===== src/rtl/mflt_pkg.sv =====
// shared constants and types of the median filter
`timescale 1ns / 1ps
package mflt_pkg;

   localparam int WIN       = 7;
   localparam int HALF      = WIN / 2;
   localparam int CELLS     = WIN * WIN;
   localparam int MAX_WIDTH = 1024;
   localparam int PIX_W     = 8;
   localparam int COL_W     = $clog2(MAX_WIDTH);
   localparam int FW_W      = 11;
   localparam int FH_W      = 12;
   localparam int POS_R_W   = FH_W + 1;
   localparam int CNT_W     = $clog2(WIN + 1);
   localparam int N_W       = $clog2(CELLS + 1);
   localparam int LB_W      = (WIN - 1) * PIX_W;
   localparam int CSR_IDX_W = 1;
   localparam int CSR_DAT_W = 12;

   localparam logic [FW_W-1:0] FW_RESET = FW_W'(640);
   localparam logic [FH_W-1:0] FH_RESET = FH_W'(480);
   localparam logic [FW_W-1:0] FW_MIN   = FW_W'(3);
   localparam logic [FW_W-1:0] FW_MAX   = FW_W'(MAX_WIDTH);
   localparam logic [FH_W-1:0] FH_MIN   = FH_W'(3);

   localparam logic OP_PIXEL = 1'b0;
   localparam logic OP_DRAIN = 1'b1;

   localparam logic [CSR_IDX_W-1:0] CSR_FRAME_WIDTH  = CSR_IDX_W'(0);
   localparam logic [CSR_IDX_W-1:0] CSR_FRAME_HEIGHT = CSR_IDX_W'(1);

   typedef logic [PIX_W-1:0] pix_type;
   typedef pix_type [CELLS-1:0] win_type;

   typedef struct packed {
      logic valid;
      logic zero;
      logic last;
   } info_type;

   typedef struct packed {
      info_type             info;
      logic [CELLS-1:0]     alive;
      logic [N_W-1:0]       k;
      pix_type              res;
   } rank_type;

endpackage


===== src/rtl/mflt_rank_cell.sv =====
// rank cell: settles one bit of the selected value, msb first
`timescale 1ns / 1ps
module mflt_rank_cell
   import mflt_pkg::*;
(
   input  logic     clock,
   input  logic     reset,
   input  logic     en,
   input  win_type  val_in,
   input  rank_type rank_in,
   output win_type  val_out,
   output rank_type rank_out
);

   logic [CELLS-1:0] msb;
   logic [CELLS-1:0] zeros;
   logic [N_W-1:0]   cnt;
   rank_type         rank_in_nxt;
   win_type          val_nxt;
   rank_type         rank_ff;
   win_type          val_ff;
   logic             valid_ff;

   always_comb begin
      for (int e = 0; e < CELLS; e++) begin
         msb[e]     = val_in[e][PIX_W-1];
         val_nxt[e] = {val_in[e][PIX_W-2:0], 1'b0};
      end
      zeros       = rank_in.alive & ~msb;
      cnt         = N_W'($countones(zeros));
      rank_in_nxt = rank_in;
      // enough candidates with a zero here: the selected value has a zero
      if (rank_in.k < cnt) begin
         rank_in_nxt.alive = zeros;
         rank_in_nxt.res   = {rank_in.res[PIX_W-2:0], 1'b0};
      end else begin
         rank_in_nxt.alive = rank_in.alive & msb;
         rank_in_nxt.k     = rank_in.k - cnt;
         rank_in_nxt.res   = {rank_in.res[PIX_W-2:0], 1'b1};
      end
   end

   always_ff @(posedge clock) begin
      if (reset) begin
         valid_ff <= 1'b0;
      end else if (en) begin
         valid_ff <= rank_in.info.valid;
      end
   end

   always_ff @(posedge clock) begin
      if (en) begin
         rank_ff <= rank_in_nxt;
         val_ff  <= val_nxt;
      end
   end

   always_comb begin
      rank_out            = rank_ff;
      rank_out.info.valid = valid_ff;
   end

   assign val_out = val_ff;

endmodule


===== config.mk =====
export PLATFORM = sky130hd
export DESIGN_NAME = mflt_rank_cell
export DESIGN_NICKNAME = d
export VERILOG_FILES = /design/src/rtl/mflt_pkg.sv /design/src/rtl/mflt_rank_cell.sv
export SDC_FILE = /design/constraint.sdc
export NUM_CORES = 1
export LEC_CHECK = 0
export BUFFER_PORTS_ARGS = -buffer_cell sky130_fd_sc_hd__buf_4
export CORE_AREA = 2 2 361 363
export CTS_CLUSTER_DIAMETER = 200
export DETAILED_ROUTE_END_ITERATION = 12
export DIE_AREA = 0 0 363 365
export GPL_ROUTABILITY_DRIVEN = 0
export HOLD_SLACK_MARGIN = 0.1
export PLACE_DENSITY_LB_ADDON = 0.1
export SKIP_CTS_REPAIR_TIMING = 1
export SLEW_MARGIN = 20
export SYNTH_ARGS = -nofsm -noshare
export SYNTH_HDL_FRONTEND = slang
export SYNTH_SLANG_ARGS = --single-unit

===== constraint.sdc =====
create_clock -name clock -period 13.4 [get_ports clock]
set_input_delay 2.01 -clock clock [delete_from_list [all_inputs] [get_ports clock]]
set_output_delay 2.01 -clock clock [all_outputs]
set_load 0.01 [all_outputs]

==> Yosys cells after proc, flatten, opt, wreduce, memory -nomap -nowiden <==
Index checks and enable logic that the tools add are counted.
{ "classes": {"addsub": 49, "n_mul": 0, "div": 0, "n_lt_le_gt_ge": 1, "n_eq_ne": 0, "shift": 0, "mux": 3, "bitwise": 3, "n_reduce_logical": 0} }
{ "ops": {"columns": ["cell", "count"], "rows": [
  ["$and A49 B49 Y49", 2],
  ["$mux W49", 1],
  ["$not A49 Y49", 1],
  ["$add A1 B1 Y2", 24],
  ["$add A2 B2 Y3", 12],
  ["$add A3 B3 Y4", 6],
  ["$add A4 B4 Y5", 3],
  ["$add A5 B1 Y6", 1],
  ["$add A5 B5 Y6", 1],
  ["$add A6 B6 Y6", 1],
  ["$lt A6 B6 Y1", 1],
  ["$mux W6", 1],
  ["$sub A6 B6 Y6", 1],
  ["$mux W1", 1]
]} }
{ "totals": {"ff_bits": 409, "latch_bits": 0, "ramBits": 0, "rom_bits": 0, "input_bits": 461, "out_inout_bits": 458, "word_cells": 111, "memories": 0} }

==> Depth between registers and ports, before layout <==
Gate-level depths: netlist of the first run.
{ "depth": {"depth_word": 10, "depth_mapped": 25, "mapped_depth_nobuf": 23} }

==> Worst setup path before layout of the first run <==
No wires, ideal clock.
{ "synth_path": {"path_type": "input port to flip-flop", "startpoint": "input port val_in[175] (netlist bit)", "endpoint": "register rank_ff (netlist bit rank_out[10]), data pin", "setup_ns": 0.260, "arrival_ns": 8.288, "required_ns": 13.140, "path_slack_ns": 4.852, "path_stages": 25, "cell_sequence": "nand2b_1 > fa_1 > fa_1 > inv_1 > fa_1 > inv_1 > fa_1 > fa_1 > fa_1 > inv_1 > fa_1 > fa_1 > inv_1 > fa_1 > inv_1 > a21o_1 > a21oi_1 > xor2_1 > ha_1 > o21a_1 > nand2_2 > a21oi_2 > buf_6 > buf_8 > mux2_4"} }
{ "synth_lines": {"columns": ["element", "line_no", "text"], "rows": [
  ["start: declaration", "mflt_rank_cell.sv:9", "input win_type val_in,"],
  ["end signal: assignment", "mflt_rank_cell.sv:53", "rank_ff <= rank_in_nxt;"],
  ["end: declaration", "mflt_rank_cell.sv:20", "rank_type rank_ff;"]
]} }

==> results of run 1 <==
-- layout make-up --
class,count,area (sq um)
Sequential cell,409,12270
Fill cell,13910,103100
Antenna cell,3,7.507
Clock inverter,25,212.7
Inverter,45,168.9
Tap cell,1675,2096
Timing Repair Buffer,874,6581
Clock buffer,76,1526
Multi-Input combinational cell,298,2686
-- state kept, by name, indices dropped and copies added, names as in the netlist --
register	cells
rank_out	65
val_out	343
valid_ff	1
-- logic make-up (layout without fill, tap and decap cells) --
logic type,Yosys count,count (layout)
buf+inv,101,1020
simple gates,114,114
fa+ha+maj,56,56
flops,409,409
compound gates,18,18
xor+xnor,6,6
other cells,1,52
mux,55,55
-- per-layer routing --
layer | routed length (um) | GRT usage [%]
met4 | 2284 | 3.523
met2 | 37420 | 18.38
met1 | 23550 | 9.940
met3 | 7925 | 5.132
met5 | 199 | 0
-- power by group --
part	switching, uW	internal (uW)	leakage, uW
clock	615	833	0.000849
combinational	1390	1290	0.00575
sequential	53.6	1700	0.00399
-- cell usage in the layout (no fill, tap or decap), types with 2 or more instances in the layout --
cell type and instances:
buf_4 872, edfxtp_1 408, clkbuf_16 56, conb_1 49, inv_1 45, fa_1 41
nand2b_1 27, mux2i_1 26, nor2b_1 25, nand2_1 25, and2_1 25, mux2_4 24
ha_1 15, clkbuf_1 15, clkinv_1 10, clkinv_2 8, nor2_1 7, xor2_1 5
mux2_2 5, clkbuf_8 5, a21oi_1 4, diode_2 3, a21o_1 3, nor3b_1 3
a31oi_1 3, a211oi_1 2, o21ai_0 2, bufinv_16 2, clkinv_4 2
-- how the worst max path moves through the flow --
stage	slack, ns	startpoint	cells after the start	to
2_1_floorplan	4.85	val_in[175]	25	rank_out[10]
3_3_place_gp	3.48	val_in[127]	24	rank_out[43]
3_5_place_dp	3.53	rank_in[29]	24	rank_out[47]
4_1_cts	4.22	rank_in[29]	24	rank_out[43]
5_1_grt	3.99	val_in[127]	24	rank_out[42]
6_report	4.32	val_in[127]	24	rank_out[43]
-- through the flow --
step / hold WS (ns) / power, uW / utilization, % / setup slack (ns) / cells
2_1_floorplan: 0.4617 / 3671 / - / 4.852 / 808
3_3_place_gp: 0.4829 / 4563 / 18.50 / 3.484 / 3301
3_5_place_dp: 0.4934 / 4552 / 18.50 / 3.525 / 3301
4_1_cts: 0.5080 / 6089 / 19.85 / 4.220 / 3402
5_1_grt: 0.5507 / 6356 / 19.85 / 3.989 / 3402
6_report: 0.5046 / 5883 / 19.86 / 4.316 / 3405
-- worst register-to-register path, delay by kind of cell (launching register included) --
family / cells / cell delay (ns)
flops: 1 / 0.31
mux: 1 / 0.13
simple gates: 1 / 0.05
==> flow_summary.ini, run 1 <==
[yosys]
synth-edff-count = 408
yosys.area_share.simple_pct = 4.135
syn_avg_cell_area_sq_um = 20.27
synth_largest_type_area_fraction_pct = 79.54
synth_top_family_by_area = adder cells
synth-main-ff-cell = edfxtp_1
yosys.area_share.xor_xnor_pct = 0.3412
yosysMostFrequentCell = edfxtp_1
synth_compound_area_share_pct = 0.7798
ys_async_sr_fraction_pct = 0
ys_ff_latch = 409
yosysUniqueCellTypes = 32
yosys_warnings = 0
synthMuxAreaShare_pct = 4.394
post-synth-top-area-cell = edfxtp_1
synthTopCellsByArea = edfxtp_1, fa_1, buf_4
yosys.area_share.adder_pct = 6.547
ys_seq_area_share_pct = 79.67
netlist_instances = 760
syn_area_sq_um = 15400
synth_top_cells_by_count = edfxtp_1, buf_4, inv_1

[worst_setup_path]
slowest_delay_ns = 0.60
crit_path_max_fanout = 34
rrSetupSlack_ns = 12.81
cp_common_cell = fa_1
worstPathCellList = buf_4 > nor2b_1 > fa_1 > fa_1 > inv_1 > fa_1 > fa_1 > fa_1 > fa_1 > inv_1 > fa_1 > fa_1 > inv_1 > fa_1 > inv_1 > a21o_1 > a21oi_1 > xor2_1 > ha_1 > o21a_1 > nand2_2 > a21oi_4 > buf_4 > mux2_4
critical_path_arrival_ns = 9.47
cp-start-kind = input pin
crit_family = adder cells
slowest_stage = buf_4
crit_buf_inv = 6
rr_worst_depth = 2
worstPathRequired_ns = 13.79
timing.rr.end = valid_ff
critical_path_class = input pin to flip-flop
reg2reg_from = valid_ff
cp-end-kind = flip-flop

[finish]
area_growth_pct = 65.88
fin_nets = 2201
drive_gt1_share_pct = 56.80
design_area_sq_um = 25550

[worst_hold_path]
min_to = valid_ff
min_path_type = flip-flop to flip-flop
hold_start = valid_ff
holdPathStages = 2

[power_and_ir_drop]
p_leak_uw = 0.01059
ir_worst_vdd_mv = 0.3683
power.density_nw_per_um2 = 230.2

[clock_network]
cts_buffer_depth = 3
cts.sinks = 409
clk_latency_ns = 0.63
cts_root_buffer = clkbuf_16
clk_pin_slew_ns = 0.06
h-tree-depth = 2
cts_tree = built
cts_buffers = 56

[floorplan]
num_io_pins = 919
die_y_um = 365
placeableCoreArea_sq_um = 128700
rows = 132
start_util_pct = 11.97
die_w_um = 363
die-area_sq_um = 132500

[placed_design]
io_buffers = 868
place_area_sq_um = 23800
hpwl_um = 57200

[timing]
slew_viol_final = 0
tightestPinTransition_ns = 0.9865
skew_ns = 0
timing.setup.tns_ns = 0
final-setup-viol-count = 0
rsz0062_at_grt = no
fin_crit_sh_pct = 67.79
max_freq_ghz = 0.1101
timing.slew.headroom_pct = 34.24
layout_min_cycle_time_ns = 9.084
hold_viol = 0

[route]
wl_um = 71380
first_pass_iters = 6
dr.first_iter.drc_count = 465
via_per_inst = 2.997
vias = 10200
drc = 0
wl_per_cell_um = 20.96
ant_nets = 0

[flow_run]
cap_violations = 0

[global_route]
grt_max_degree = 133
antenna_found_initial = 25
grt_pass1_vias = 10870
overflow = 0
grt_use_total_pct = 10.16
grt_pass1_wl_um = 92070

[status]
status = completed
No activity file was read; power rests on OpenSTA's default activity.
==> run 2, diff against run 1 <==
--- a/config.mk
+++ b/config.mk
@@ -6,10 +6,10 @@
 export NUM_CORES = 1
 export LEC_CHECK = 0
 export BUFFER_PORTS_ARGS = -buffer_cell sky130_fd_sc_hd__buf_4
-export CORE_AREA = 2 2 361 363
+export CORE_AREA = 2 2 362 364
 export CTS_CLUSTER_DIAMETER = 200
 export DETAILED_ROUTE_END_ITERATION = 12
-export DIE_AREA = 0 0 363 365
+export DIE_AREA = 0 0 364 366
 export GPL_ROUTABILITY_DRIVEN = 0
 export HOLD_SLACK_MARGIN = 0.1
 export PLACE_DENSITY_LB_ADDON = 0.1
==> constraint.sdc (replaced) <==
create_clock -name clock -period 9 [get_ports clock]
set_input_delay 1.35 -clock clock [delete_from_list [all_inputs] [get_ports clock]]
set_output_delay 1.35 -clock clock [all_outputs]
set_load 0.01 [all_outputs]
==> flow_summary.ini, run 2 (synthesis results as in run 1) <==
[worst_setup_path]
cp-end-kind = flip-flop
reg2reg_from = valid_ff
timing.rr.end = valid_ff
critical_path_class = input pin to flip-flop
worstPathRequired_ns = 9.37
cp-endpoint = rank_out[61]
cp-start-kind = input pin
crit_path_max_fanout = 7
critical_path_arrival_ns = 8.47
rrSetupSlack_ns = 8.42
rr_worst_depth = 2
cp-startpoint = val_in[111]

[global_route]
grt_pass1_wl_um = 93530
overflow = 0
grt_use_total_pct = 10.20
grt_pass1_vias = 11260
antenna_found_initial = 18
grt_max_degree = 121

[flow_run]
cap_violations = 0

[power_and_ir_drop]
p_comb_share_pct = 48.4
p_int_uw = 6215
ir_worst_vdd_mv = 0.4802
p_leak_uw = 0.01076
pwr-share-seq_pct = 27.8
power_uw = 9381
power.density_nw_per_um2 = 361.7
power_switching_share_pct = 33.75
p_clk_share_pct = 23.8
switchingPower_uw = 3166

[finish]
final_util_pct = 20.11
area_growth_pct = 68.39
fillers = 13900
layout_common_cells = buf_4, edfxtp_1, clkbuf_16, conb_1, inv_1
drive_gt1_share_pct = 57.64
largest_reg_flops = 343
fin_nets = 2222
final_common_cell = buf_4

[timing]
hold_viol = 0
holdWs_ns = 0.5043
timing.setup.tns_ns = 0
rsz0062_at_grt = no
slew_viol_final = 0
layout_min_cycle_time_ns = 8.097
max_freq_ghz = 0.1235
fin_crit_sh_pct = 89.97
timing.slew.headroom_pct = 42.45
skew_ns = 0
layout_setup_ws_ns = 0.9026
final-setup-viol-count = 0
tightestPinTransition_ns = 0.8633

[floorplan]
placeableCoreArea_sq_um = 129000
die_y_um = 366
start_util_pct = 11.94
die-area_sq_um = 133200
die_w_um = 364
num_io_pins = 919
rows = 132

[route]
first_pass_iters = 4
wl_per_cell_um = 20.37
drc = 0
dr.first_iter.drc_count = 431
vias = 10270
wl_um = 71270
via_per_inst = 2.936
ant_nets = 0

[worst_hold_path]
min_path_type = flip-flop to flip-flop

[status]
status = completed

[clock_network]
cts_buffer_depth = 3
clk_latency_ns = 0.63
cts_tree = built
h-tree-depth = 2
cts_root_buffer = clkbuf_16
cts.sinks = 409
cts_buffers = 57
clk_pin_slew_ns = 0.06

[placed_design]
post-place-ws_ns = 0.1135
io_buffers = 868
hpwl_um = 57410
==> run 2: cell types whose count changed in the layout (fill, tap and decap cells not counted), sizes merged <==
cell      change
buf          +20
clkinv        +9
clkbuf        -6
bufinv        +2
clkinvlp      +2
==> run 2: worst min path at each step <==
| stage | from | to | slack, ns | depth (start not counted) |
|---|---|---|---|---|
| 2_1_floorplan | valid_ff | valid_ff | 0.46 | 2 |
| 5_1_grt | valid_ff | valid_ff | 0.58 | 2 |
| 6_report | valid_ff | valid_ff | 0.50 | 2 |
| 3_3_place_gp | valid_ff | valid_ff | 0.49 | 2 |
| 3_5_place_dp | valid_ff | valid_ff | 0.50 | 2 |
| 4_1_cts | valid_ff | valid_ff | 0.52 | 2 |
==> run 2: through the flow <==
step	std cells	area, sq um
after global placement	3388	24110
after detailed placement	3388	24110
after floorplan	808	15580
after global routing	3496	25930
final	3499	25940
after CTS	3496	25930
==> run 2: layer usage <==
layer	global-route usage (%)	wire [um]	up-vias
li1	-	-	4607
met1	9.488	22800	5039
met5	0	160	-
met3	4.922	7726	115
met2	19.21	38370	485
met4	3.272	2211	26
==> run 2: area by class of cell <==
type | count | area [sq um] | area share, %
clock buffers | 70 | 1496 | 5.769
clock inverters | 38 | 321.6 | 1.240
multi-input cells | 298 | 2686 | 10.36
well taps | 1742 | 2180 | 8.403
flip-flops and latches | 409 | 12270 | 47.31
inverters | 45 | 168.9 | 0.6512
repair buffers | 894 | 6807 | 26.24
diodes | 3 | 7.507 | 0.02894
==> run 2: power groups by stage <==
stage	clock network [uW]	logic (uW)	registers [uW]
2_1_floorplan	0	2680	2780
3_3_place_gp	0	4690	2650
3_5_place_dp	0	4660	2650
4_1_cts	2350	4710	2620
5_1_grt	2410	5060	2640
6_report	2230	4540	2610
==> run 2: worst max-delay path: stages <==
cell,delay [ns]
buf_4,0.11
nor2b_1,0.35
fa_1,0.56
fa_1,0.60
buf_12,0.14
inv_1,0.06
fa_1,0.52
fa_1,0.53
fa_1,0.56
fa_1,0.56
inv_1,0.06
fa_1,0.50
fa_1,0.46
inv_1,0.08
fa_1,0.47
fa_1,0.44
a211o_1,0.34
nand2_2,0.09
a21oi_4,0.07
buf_4,0.18
buf_12,0.15
mux2_4,0.29
